--- config.mk ---
export PLATFORM = sky130hd
export DESIGN_NAME = nfa_subset_move_core
export DESIGN_NICKNAME = d
export VERILOG_FILES = /design/src/rtl/core/nsm_pkg.sv /design/src/rtl/core/nsm_ram.sv /design/src/rtl/core/nsm_match.sv /design/src/rtl/core/nfa_subset_move_core.sv
export SDC_FILE = /design/constraint.sdc
export NUM_CORES = 1
export LEC_CHECK = 0
export BUFFER_PORTS_ARGS = -buffer_cell sky130_fd_sc_hd__buf_2
export CORE_MARGIN = 2
export CORE_UTILIZATION = 54
export CTS_BUF_LIST = sky130_fd_sc_hd__clkbuf_2 sky130_fd_sc_hd__clkbuf_4 sky130_fd_sc_hd__clkbuf_8
export DETAILED_ROUTE_END_ITERATION = 7
export GPL_ROUTABILITY_DRIVEN = 0
export PLACE_DENSITY_LB_ADDON = 0.25
export REMOVE_ABC_BUFFERS = 1
export SLEW_MARGIN = 20
export SYNTH_ARGS = -nofsm -noshare
export SYNTH_HDL_FRONTEND = slang
export SYNTH_SLANG_ARGS = --single-unit
--- constraint.sdc ---
create_clock -name aclk -period 3.5 [get_ports aclk]
set_clock_uncertainty 0.15 [all_clocks]
set_input_delay 0.35 -clock aclk [delete_from_list [all_inputs] [get_ports aclk]]
set_output_delay 0.35 -clock aclk [all_outputs]
set_load 0.005 [all_outputs]
--- src/rtl/core/nsm_pkg.sv ---
// shared types and constants for the nfa subset move core
// no dependencies; imported by the core, the match unit and the checker

package nsm_pkg;

    // state ids and symbols carried by one table entry
    localparam int unsigned NSM_SRC_W       = 5;
    localparam int unsigned NSM_SYM_W       = 8;
    localparam int unsigned NSM_SET_W       = 32;
    localparam int unsigned NSM_COUNT_W     = 7;
    localparam int unsigned NSM_IDX_W       = 6;

    // states at or above this id never match
    localparam int unsigned NSM_STATE_COUNT = 32;
    localparam int unsigned NSM_TABLE_DEPTH = 64;

    // item kind carried in s_tuser[0]
    localparam logic NSM_FUNC_LOAD  = 1'b0;
    localparam logic NSM_FUNC_QUERY = 1'b1;

    typedef struct packed {
        logic [NSM_SYM_W-1:0] sym;
        logic [NSM_SRC_W-1:0] target;
        logic [NSM_SRC_W-1:0] source;
    } nsm_entry_t;

endpackage

--- src/rtl/core/nsm_ram.sv ---
// generic single-write, single-read ram with registered read data
// no dependencies

module nsm_ram #(
    parameter int unsigned WIDTH = 18,
    parameter int unsigned DEPTH = 64,
    parameter int unsigned ADDR_W = (DEPTH > 1) ? $clog2(DEPTH) : 1
) (
    input  logic              aclk,
    input  logic              wr_en,
    input  logic [ADDR_W-1:0] wr_addr,
    input  logic [WIDTH-1:0]  wr_data,
    input  logic              rd_en,
    input  logic [ADDR_W-1:0] rd_addr,
    output logic [WIDTH-1:0]  rd_data
);

    logic [WIDTH-1:0] mem [DEPTH];

    always_ff @(posedge aclk) begin
        if (wr_en) begin
            mem[wr_addr] <= wr_data;
        end
        if (rd_en) begin
            rd_data <= mem[rd_addr];
        end
    end

endmodule

--- src/rtl/core/nsm_match.sv ---
// compare unit: tests one transition entry against the current set and symbol
// depends on nsm_pkg

module nsm_match
    import nsm_pkg::*;
(
    input  nsm_entry_t           entry,
    input  logic [NSM_SET_W-1:0] cur_set,
    input  logic [NSM_SYM_W-1:0] cur_sym,
    output logic [NSM_SET_W-1:0] hit_mask
);

    logic src_ok;
    logic tgt_ok;
    logic hit;

    always_comb begin
        src_ok   = (32'(entry.source) < NSM_STATE_COUNT) && cur_set[entry.source];
        tgt_ok   = (32'(entry.target) < NSM_STATE_COUNT);
        hit      = src_ok && tgt_ok && (entry.sym == cur_sym);
        hit_mask = hit ? (NSM_SET_W'(1) << entry.target) : '0;
    end

endmodule

--- src/rtl/core/nfa_subset_move_core.sv ---
// top level of the nfa subset move core: sequencer, table ram and output register
// depends on nsm_pkg, nsm_ram and nsm_match

// usage
//   s_ channel: one beat is a load (s_tuser[0] = 0) that writes one transition
//   entry, or a query (s_tuser[0] = 1) that moves a state set on a symbol.
//   m_ channel: one beat per query, none per load; m_tdata is the reached set,
//   m_tuser flags the dead state (reached set empty or query marked dead).
//   cfg_wr_en / cfg_wr_data set the number of valid table entries; write it
//   only while no query is in flight.
// load and query flow
//   a load is taken while idle; the next beat can follow right away.
//   a query walks the table one entry per cycle through the single ram read
//   port and the shared compare unit, with limit = min(transition count,
//   TABLE_DEPTH); a dead query or a zero limit skips the walk. s_tready is
//   low while a query runs.
// stalls and reset
//   the result waits in an output register; s_ keeps accepting beats while it
//   waits. a later query that finishes holds in its last step until the
//   register frees up.
//   reset clears the transition count and drops all valid flags; the table
//   itself is not cleared, so a query must only reach entries already loaded.

module nfa_subset_move_core
    import nsm_pkg::*;
#(
    parameter int unsigned TABLE_DEPTH = NSM_TABLE_DEPTH
) (
    input  logic                   aclk,
    input  logic                   aresetn,

    input  logic                   cfg_wr_en,
    input  logic [NSM_COUNT_W-1:0] cfg_wr_data,   // transition_count

    input  logic                   s_tvalid,
    output logic                   s_tready,
    // [5:0] entry_index, [10:6] entry_source, [15:11] entry_target,
    // [23:16] symbol, [55:24] query_set
    input  logic [55:0]            s_tdata,
    // [0] func, [1] query_dead
    input  logic [1:0]             s_tuser,

    output logic                   m_tvalid,
    input  logic                   m_tready,
    output logic [NSM_SET_W-1:0]   m_tdata,       // [31:0] next_set
    output logic                   m_tuser        // [0] next_dead
);

    localparam int unsigned ADDR_W = (TABLE_DEPTH > 1) ? $clog2(TABLE_DEPTH) : 1;
    localparam int unsigned LIM_W  = $clog2(TABLE_DEPTH + 1);

    localparam logic [1:0] ST_IDLE = 2'd0;
    localparam logic [1:0] ST_SCAN = 2'd1;
    localparam logic [1:0] ST_DONE = 2'd2;

    // input beat fields
    logic                 in_func;
    logic                 in_dead;
    logic [NSM_IDX_W-1:0] in_index;
    nsm_entry_t           in_entry;
    logic [NSM_SYM_W-1:0] in_sym;
    logic [NSM_SET_W-1:0] in_set;

    assign in_func         = s_tuser[0];
    assign in_dead         = s_tuser[1];
    assign in_index        = s_tdata[5:0];
    assign in_entry.source = s_tdata[10:6];
    assign in_entry.target = s_tdata[15:11];
    assign in_entry.sym    = s_tdata[23:16];
    assign in_sym          = s_tdata[23:16];
    assign in_set          = s_tdata[55:24];

    // control and work registers
    logic [1:0]             state_reg,   state_next;
    logic [NSM_COUNT_W-1:0] count_reg;
    logic [LIM_W-1:0]       limit_reg,   limit_next;
    logic [LIM_W-1:0]       idx_reg,     idx_next;
    logic                   rd_pend_reg, rd_pend_next;
    logic [NSM_SET_W-1:0]   set_reg,     set_next;
    logic [NSM_SYM_W-1:0]   sym_reg,     sym_next;
    logic [NSM_SET_W-1:0]   acc_reg,     acc_next;
    logic                   m_valid_reg, m_valid_next;
    logic [NSM_SET_W-1:0]   m_set_reg,   m_set_next;
    logic                   m_dead_reg,  m_dead_next;

    logic                   s_accept;
    logic                   out_free;
    logic                   issue;
    logic [LIM_W-1:0]       limit_now;
    logic                   ram_we;
    logic [ADDR_W-1:0]      ram_waddr;
    nsm_entry_t             ram_rdata;
    logic [NSM_SET_W-1:0]   hit_mask;

    assign s_tready = (state_reg == ST_IDLE);
    assign s_accept = s_tvalid && s_tready;
    assign out_free = !m_valid_reg || m_tready;

    // entries scanned: count saturates at the table depth
    assign limit_now = (32'(count_reg) < 32'(TABLE_DEPTH)) ? LIM_W'(count_reg)
                                                            : LIM_W'(TABLE_DEPTH);

    // loads past the table end are dropped
    assign ram_we    = s_accept && (in_func == NSM_FUNC_LOAD)
                       && (32'(in_index) < 32'(TABLE_DEPTH));
    assign ram_waddr = ADDR_W'(32'(in_index));

    // one table read per scan cycle until the index reaches the limit
    assign issue = (state_reg == ST_SCAN) && (idx_reg != limit_reg);

    nsm_ram #(
        .WIDTH ($bits(nsm_entry_t)),
        .DEPTH (TABLE_DEPTH),
        .ADDR_W(ADDR_W)
    ) u_table (
        .aclk   (aclk),
        .wr_en  (ram_we),
        .wr_addr(ram_waddr),
        .wr_data(in_entry),
        .rd_en  (issue),
        .rd_addr(idx_reg[ADDR_W-1:0]),
        .rd_data(ram_rdata)
    );

    nsm_match u_match (
        .entry   (ram_rdata),
        .cur_set (set_reg),
        .cur_sym (sym_reg),
        .hit_mask(hit_mask)
    );

    always_comb begin
        state_next   = state_reg;
        limit_next   = limit_reg;
        idx_next     = idx_reg;
        rd_pend_next = 1'b0;
        set_next     = set_reg;
        sym_next     = sym_reg;
        acc_next     = acc_reg;
        m_valid_next = m_valid_reg && !m_tready;
        m_set_next   = m_set_reg;
        m_dead_next  = m_dead_reg;

        case (state_reg)
            ST_IDLE: begin
                if (s_accept && (in_func == NSM_FUNC_QUERY)) begin
                    set_next   = in_set;
                    sym_next   = in_sym;
                    acc_next   = '0;
                    idx_next   = '0;
                    limit_next = limit_now;
                    // a dead set moves nowhere and a zero limit has nothing to walk: skip the walk
                    if (in_dead || (limit_now == '0)) begin
                        state_next = ST_DONE;
                    end else begin
                        state_next = ST_SCAN;
                    end
                end
            end
            ST_SCAN: begin
                rd_pend_next = issue;
                if (issue) begin
                    idx_next = idx_reg + LIM_W'(1);
                end
                // read data lands in the cycle after its address
                if (rd_pend_reg) begin
                    acc_next = acc_reg | hit_mask;
                end
                if (!issue && !rd_pend_reg) begin
                    state_next = ST_DONE;
                end
            end
            ST_DONE: begin
                if (out_free) begin
                    m_valid_next = 1'b1;
                    m_set_next   = acc_reg;
                    m_dead_next  = (acc_reg == '0);
                    state_next   = ST_IDLE;
                end
            end
            default: begin
                state_next = ST_IDLE;
            end
        endcase
    end

    always_ff @(posedge aclk) begin
        if (!aresetn) begin
            state_reg   <= ST_IDLE;
            count_reg   <= '0;
            rd_pend_reg <= 1'b0;
            m_valid_reg <= 1'b0;
        end else begin
            state_reg   <= state_next;
            rd_pend_reg <= rd_pend_next;
            m_valid_reg <= m_valid_next;
            if (cfg_wr_en) begin
                count_reg <= cfg_wr_data;
            end
        end
    end

    always_ff @(posedge aclk) begin
        limit_reg <= limit_next;
        idx_reg   <= idx_next;
        set_reg   <= set_next;
        sym_reg   <= sym_next;
        acc_reg   <= acc_next;
        m_set_reg <= m_set_next;
        m_dead_reg <= m_dead_next;
    end

    assign m_tvalid = m_valid_reg;
    assign m_tdata  = m_set_reg;
    assign m_tuser  = m_dead_reg;

endmodule

**Word-level counts from Yosys, hierarchy flattened**

Memory sizes are Yosys's and may differ from the RTL's. A register that Yosys moved wholly into a read port is not among the register bits.
Cells that the tools add are included.

- Magnitude comparators: 2
- Add/sub/neg operators: 1
- Bitwise operators: 2
- Reductions and logical operators: 23
- Shifts and indexed selects: 1
- Eq/ne operators: 9
- Muxes and demuxes: 19

Operators by type and width:

| operator | number |
|---|---|
| 32-bit two-way mux | 3 |
| 32-bit case mux with 2 select lines | 1 |
| 32-bit zero test | 1 |
| 32-bit bitwise OR | 1 |
| 1-bit by 5-bit << shifter with 32-bit output, first input constant | 1 |
| 7-bit two-way mux | 3 |
| 7-bit case mux with 2 select lines | 1 |
| 3-bit AND reduction | 3 |
| 8-bit == test | 1 |
| 2-bit two-way mux | 4 |
| 7-bit by 1-bit adder with 7-bit output, second input constant | 1 |
| 1-bit logical AND | 7 |
| 7-bit zero test | 1 |
| 7-bit less-than comparator, second input constant | 1 |
| 7-bit != test | 1 |
| 5-bit by 6-bit less-than comparator with 1-bit output, second input constant | 1 |
| 2-bit != test, second input constant | 3 |
| 2-bit case mux with 3 select lines | 1 |
| 2-bit AND reduction | 3 |
| 1-bit binary-select mux with 5-bit select | 1 |
| 1-bit two-way mux | 5 |
| 1-bit zero test | 4 |
| 2-bit by 1-bit != test with 1-bit output, second input constant | 2 |
| 2-bit by 1-bit == test with 1-bit output, second input constant | 1 |
| 5 further kinds | 6 |

- Memories: 1
- Register bits after elaboration: 130
- Word-level logic and storage cells: 69
- RAM bits: 1,152
- Output and inout port bits: 35
- Input bits: 70

Memories:

| name | words | width | read ports | clocked after memory_dff | wr ports | RTL line | text |
|---|---|---|---|---|---|---|---|
| u_table.mem | 64 | 18 | 1 | 1 | 1 | nsm_ram.sv:18 | `logic [WIDTH-1:0] mem [DEPTH];` |

**Longest topological paths before layout**

- Depth in word-level cells: 7
- Gate-level depth with buffers: 8
- Mapped depth without buffers: 5

**Hierarchy**

A second synthesis with hierarchy kept.

- Cell total of the unflattened synthesis: 2,373
- Area total of the unflattened synthesis: 50,425.9 um^2

By module, submodules not included:

| module | cells each | seq. area each (um^2) | instances | area an instance (um^2) |
|---|---|---|---|---|
| nsm_ram | 1,957 | 35,133.7 | 1 | 44,801.7 |
| nfa_subset_move_core | 288 | 3,793.6 | 1 | 4,616.9 |
| nsm_match | 128 | 0.0 | 1 | 1,007.2 |

**Worst setup path after synthesis**

No wires, ideal clock.

- Path kind: reg-to-reg
- Start: reg state_reg[1]
- End: mem u_table.mem[55][0], enable pin
- Arrival: 2.160 ns
- Path slack: 0.797 ns
- Setup time: 0.393 ns
- Buffers on the path: 1
- Required time: 2.957 ns
- Period minus slack after synthesis: 2.703 ns
- Stages on the path, launching flop included: 7
- Cell sequence: dfxtp_1 clkbuf_1 nor2_1 nand2_1 nor3b_1 nand3_1 nor2_1

- Word-level cells in the longest chain between the ends: 5

Ends and longest elaborated chain:

| what | RTL line | text |
|---|---|---|
| from (decl) | nfa_subset_move_core.sv:74 | `logic [1:0] state_reg, state_next;` |
| from (signal assigned) | nfa_subset_move_core.sv:194 | `state_reg <= state_next;` |
| 2-bit zero test | nfa_subset_move_core.sv:95 | `assign s_tready = (state_reg == ST_IDLE);` |
| net s_tready | nfa_subset_move_core.sv:36 | `output logic s_tready,` |
| 1-bit logical AND | nfa_subset_move_core.sv:96 | `assign s_accept = s_tvalid && s_tready;` |
| 1-bit logical AND | nfa_subset_move_core.sv:104 | `assign ram_we = s_accept && (in_func == NSM_FUNC_LOAD)` |
| 1-bit two-way mux | nsm_ram.sv:21 | `if (wr_en) begin` |
| 1-bit two-way mux (implied by the code) | nsm_ram.sv:22 | `mem[wr_addr] <= wr_data;` |
| to (decl) | nsm_ram.sv:18 |  |

The timed path passes the listed nets, and every way through them passes these cells.

**Worst setup path after layout**

- Start: reg idx_reg[0]
- End: reg u_table.rd_data[9], read port of u_table.mem (data pin)

- Word-level cells in the longest chain between the ends: 2

Ends and longest elaborated chain:

| what | RTL line | text |
|---|---|---|
| from (decl) | nfa_subset_move_core.sv:77 | `logic [LIM_W-1:0] idx_reg, idx_next;` |
| from (signal assigned) | nfa_subset_move_core.sv:205 | `idx_reg <= idx_next;` |
| 7-bit != test | nfa_subset_move_core.sv:109 | `assign issue = (state_reg == ST_SCAN) && (idx_reg != limit_reg);` |
| 1-bit logical AND | nfa_subset_move_core.sv:109 |  |
| to (decl) | nsm_ram.sv:15 | `output logic [WIDTH-1:0] rd_data` |

Several ways; a longest one is shown, not always the timed one.
A chain may end at the register's enable or synchronous reset.

==> run_results.csv <==
group,metric,value,unit
routing,drt_iter0_markers,2934,
grt,grt_start_max_net_pins,66,
yosys,ys_types,42,
clocking,cts_made_buffers,198,
routing,first_pass_iters,7,
timing,max_freq,0.295,GHz
routing,drtAntennaViolNets,0,
pwr,switching_share,0.222,
pwr,power,31.6,mW
yosys,synthTopCellsByArea,"edfxtp_1 (78%), mux4_2 (16%), nor2_1 (0.66%), nand2_1 (0.54%), a22oi_1 (0.51%)",
cells_and_area,fin_area,57000,um2
yosys,synth_most_common_cell,"edfxtp_1",
timing,max_slew_margin,0.285,
grt,grt_pass1_vias,24900,
timing,setup_viol,0,
routing,drc,0,
clocking,ctsRootBufferMaster,"clkbuf_8",
cells_and_area,multi_input_area,10400,um2
clocking,clockBufferDepth,3,
setup_path,arrival,3790,ps
cells_and_area,largest_register_ffs,1152,
placement,place_ws,145,ps
grt,met2_usage,0.408,
setup_path,reg2reg_depth,7,
clocking,htree_levels,4,
placement,dpl_cell_area,52500,um2
setup_path,worstSetupStartpointType,"register",
cells_and_area,n_fill_cell,6116,
pwr,power.switching,7.03,mW
setup_path,critPathCapture,"u_table.rd_data[9]",
die,die_y,308,um
cells_and_area,fin_cells,3886,
yosys,syn_inst,2149,
setup_path,timing.rr.start,"idx_reg[0]",
setup_path,required,3900,ps
clocking,clk_latency,870,ps
cells_and_area,final_core_util,0.623,
setup_path,criticalPathCategory,"register to register",
setup_path,rrSetupSlack,110,ps
grt,grt_util_met3,0.0511,
pwr,seq_power_share,0.549,
yosys,yosys-top-cells-count,"edfxtp_1 (1289), mux4_2 (364), nor2_1 (88)",
grt,grt-busiest-layer,"met2",
routing,vias,24100,
routing,wl_per_cell,29.7,um
timing,rsz0062_at_grt,"false",
setup_path,critPathCaptureType,"register",
grt,grt_overflow,0,
cells_and_area,nets,2606,
yosys,yosysSeqAreaShare,0.783,
setup_path,startpoint,"idx_reg[0]",
pwr,power_frac_comb,0.070,
cells_and_area,drive_gt1_frac,0.362,
placement,dp_cells,3450,
routing,viasPerCell,6.21,
setup_path,timing.rr.end,"u_table.rd_data[9]",
pwr,internal_power,24.6,mW
pwr,vdd_drop_max,0.310,mV
yosys,synth-main-ff-cell,"edfxtp_1",
yosys,async_reset_ff_frac,0,
yosys,synth.avg_cell_area,23.1,um2
die,die-area,94600,um2
clocking,cts_tree,"yes",
clocking,cts_sinks,1300,
cells_and_area,syn_to_final_growth,14.7,%
pwr,pwr-share-clk,0.381,
timing,hold_violations,0,
grt,grt_pass1_wl,167,mm
die,fp.dieW,308,um
yosys,synth_top_cell_area_share,0.778,
yosys,synth_edf_count,1289,
routing,wl,115,mm
die,start_util,0.544,
grt,track_usage,0.250,
timing,setup_tns,0,ps
pwr,p_per_area,555,nW/um2
timing,hold_ws,46.9,ps
placement,hpwl,63.1,mm
timing,fin_crit,3390,ps
timing,fin_crit_sh,0.969,
yosys,netlist_area,49700,um2
worst_hold_path,hold_class,"primary input to register",
job,maxCapViolations,0,
yosys,synth_top_area_cell,"edfxtp_1",
die,io-pin-count,105,
placement,port_buffers,104,
grt,gr-usage-met1,0.341,
timing,tightestPinTransition,1070,ps
worst_hold_path,hold_start,"s_tdata[22]",
die,fp-row-count,111,
die,core_area,91500,um2
grt,antenna_found_initial,8,
clocking,path_clk_slew,60,ps
setup_path,worstPathMaxFanout,34,
timing,slew_viol_final,0,
timing,setup_slack,110,ps
pwr,p_leak,18.1,nW
yosys,ys_seq_elements,1300,
outcome,status,"finished, final reports clean",
cells_and_area,top_register,"u_table.mem",
yosys,ys.warnings.count,0,
cells_and_area,seq_area,38900,um2
## cell type report
class                           instances  share of cell area
Antenna cell                            3            0.000132
Clock buffer                          268              0.0576
Clock inverter                         94             0.00954
Inverter                                8            0.000548
Multi-Input combinational cell        730               0.182
Sequential cell                      1300               0.682
Tap cell                             1186              0.0260
Timing Repair Buffer                  297              0.0420
## cell families after synthesis
kind of cell,count (synthesis),synth area share
AOI/OAI and AO/OA,88,0.0112
xor gates and xnor gates,18,0.00317
adders and majority gates,1,0.000251
buffers and inverters,119,0.0124
DFF,1300,0.783
muxes,381,0.168
and+or+nand+nor,242,0.0220
## worst min path at each step
stage	endpoint	slack, ps	cells past startpoint
after floorplan	set_reg[0]	300	0
after global placement	m_tdata[25]	320	0
after detailed placement	m_tdata[12]	320	0
after CTS	set_reg[10]	0.4	2
after global routing	set_reg[11]	40	2
final	u_table.mem[10][16]	50	1
## power groups by stage
stage | Sequential [mW] | Clock (mW) | Combinational [mW]
2_1_floorplan | 17.9 | 0 | 1.47
5_1_grt | 17.4 | 12.9 | 2.36
4_1_cts | 17.4 | 12.3 | 2.23
3_3_place_gp | 17.7 | 0 | 2.12
6_report | 17.4 | 12.0 | 2.22
3_5_place_dp | 17.7 | 0 | 2.17
## critical path, cell delays in order, from the launching register on
cell and delay (ps):
edfxtp_1 400, buf_12 220, buf_12 310, buf_4 230, mux4_2 510, mux4_2 570
a22oi_1 550, nand2_1 120
## routing by layer
layer  vias to the layer above  share of wire
li1                       9943              -
met1                     12800           0.39
met2                      1198           0.50
met3                       201          0.086
met4                         6          0.028
met5                         -        0.00034
## cell usage in the layout (no fill, tap or decap), types with 9 or more instances in the layout
master	n
a22oi_1	33
clkinv_2	24
mux4_2	364
o21ai_0	37
nand4_1	11
buf_2	90
nor2_2	65
xnor2_1	13
clkbuf_4	64
nand2_1	72
clkinv_1	55
nor4_1	9
nand3_1	20
edfxtp_1	1289
nor2_1	23
dlygate4sd3_1	71
dfxtp_1	11
clkbuf_8	204
buf_12	17
buf_4	119
mux2i_1	11
nor2b_1	12
## what timing repair did
item	4_1_cts	5_1_grt
endpoints found under the hold margin	103	886
gates resized for setup	0	1
hold buffers	57	14
setup endpoints to repair	0	1
setup buffers	0	0
(Power assumes the default switching activity.)
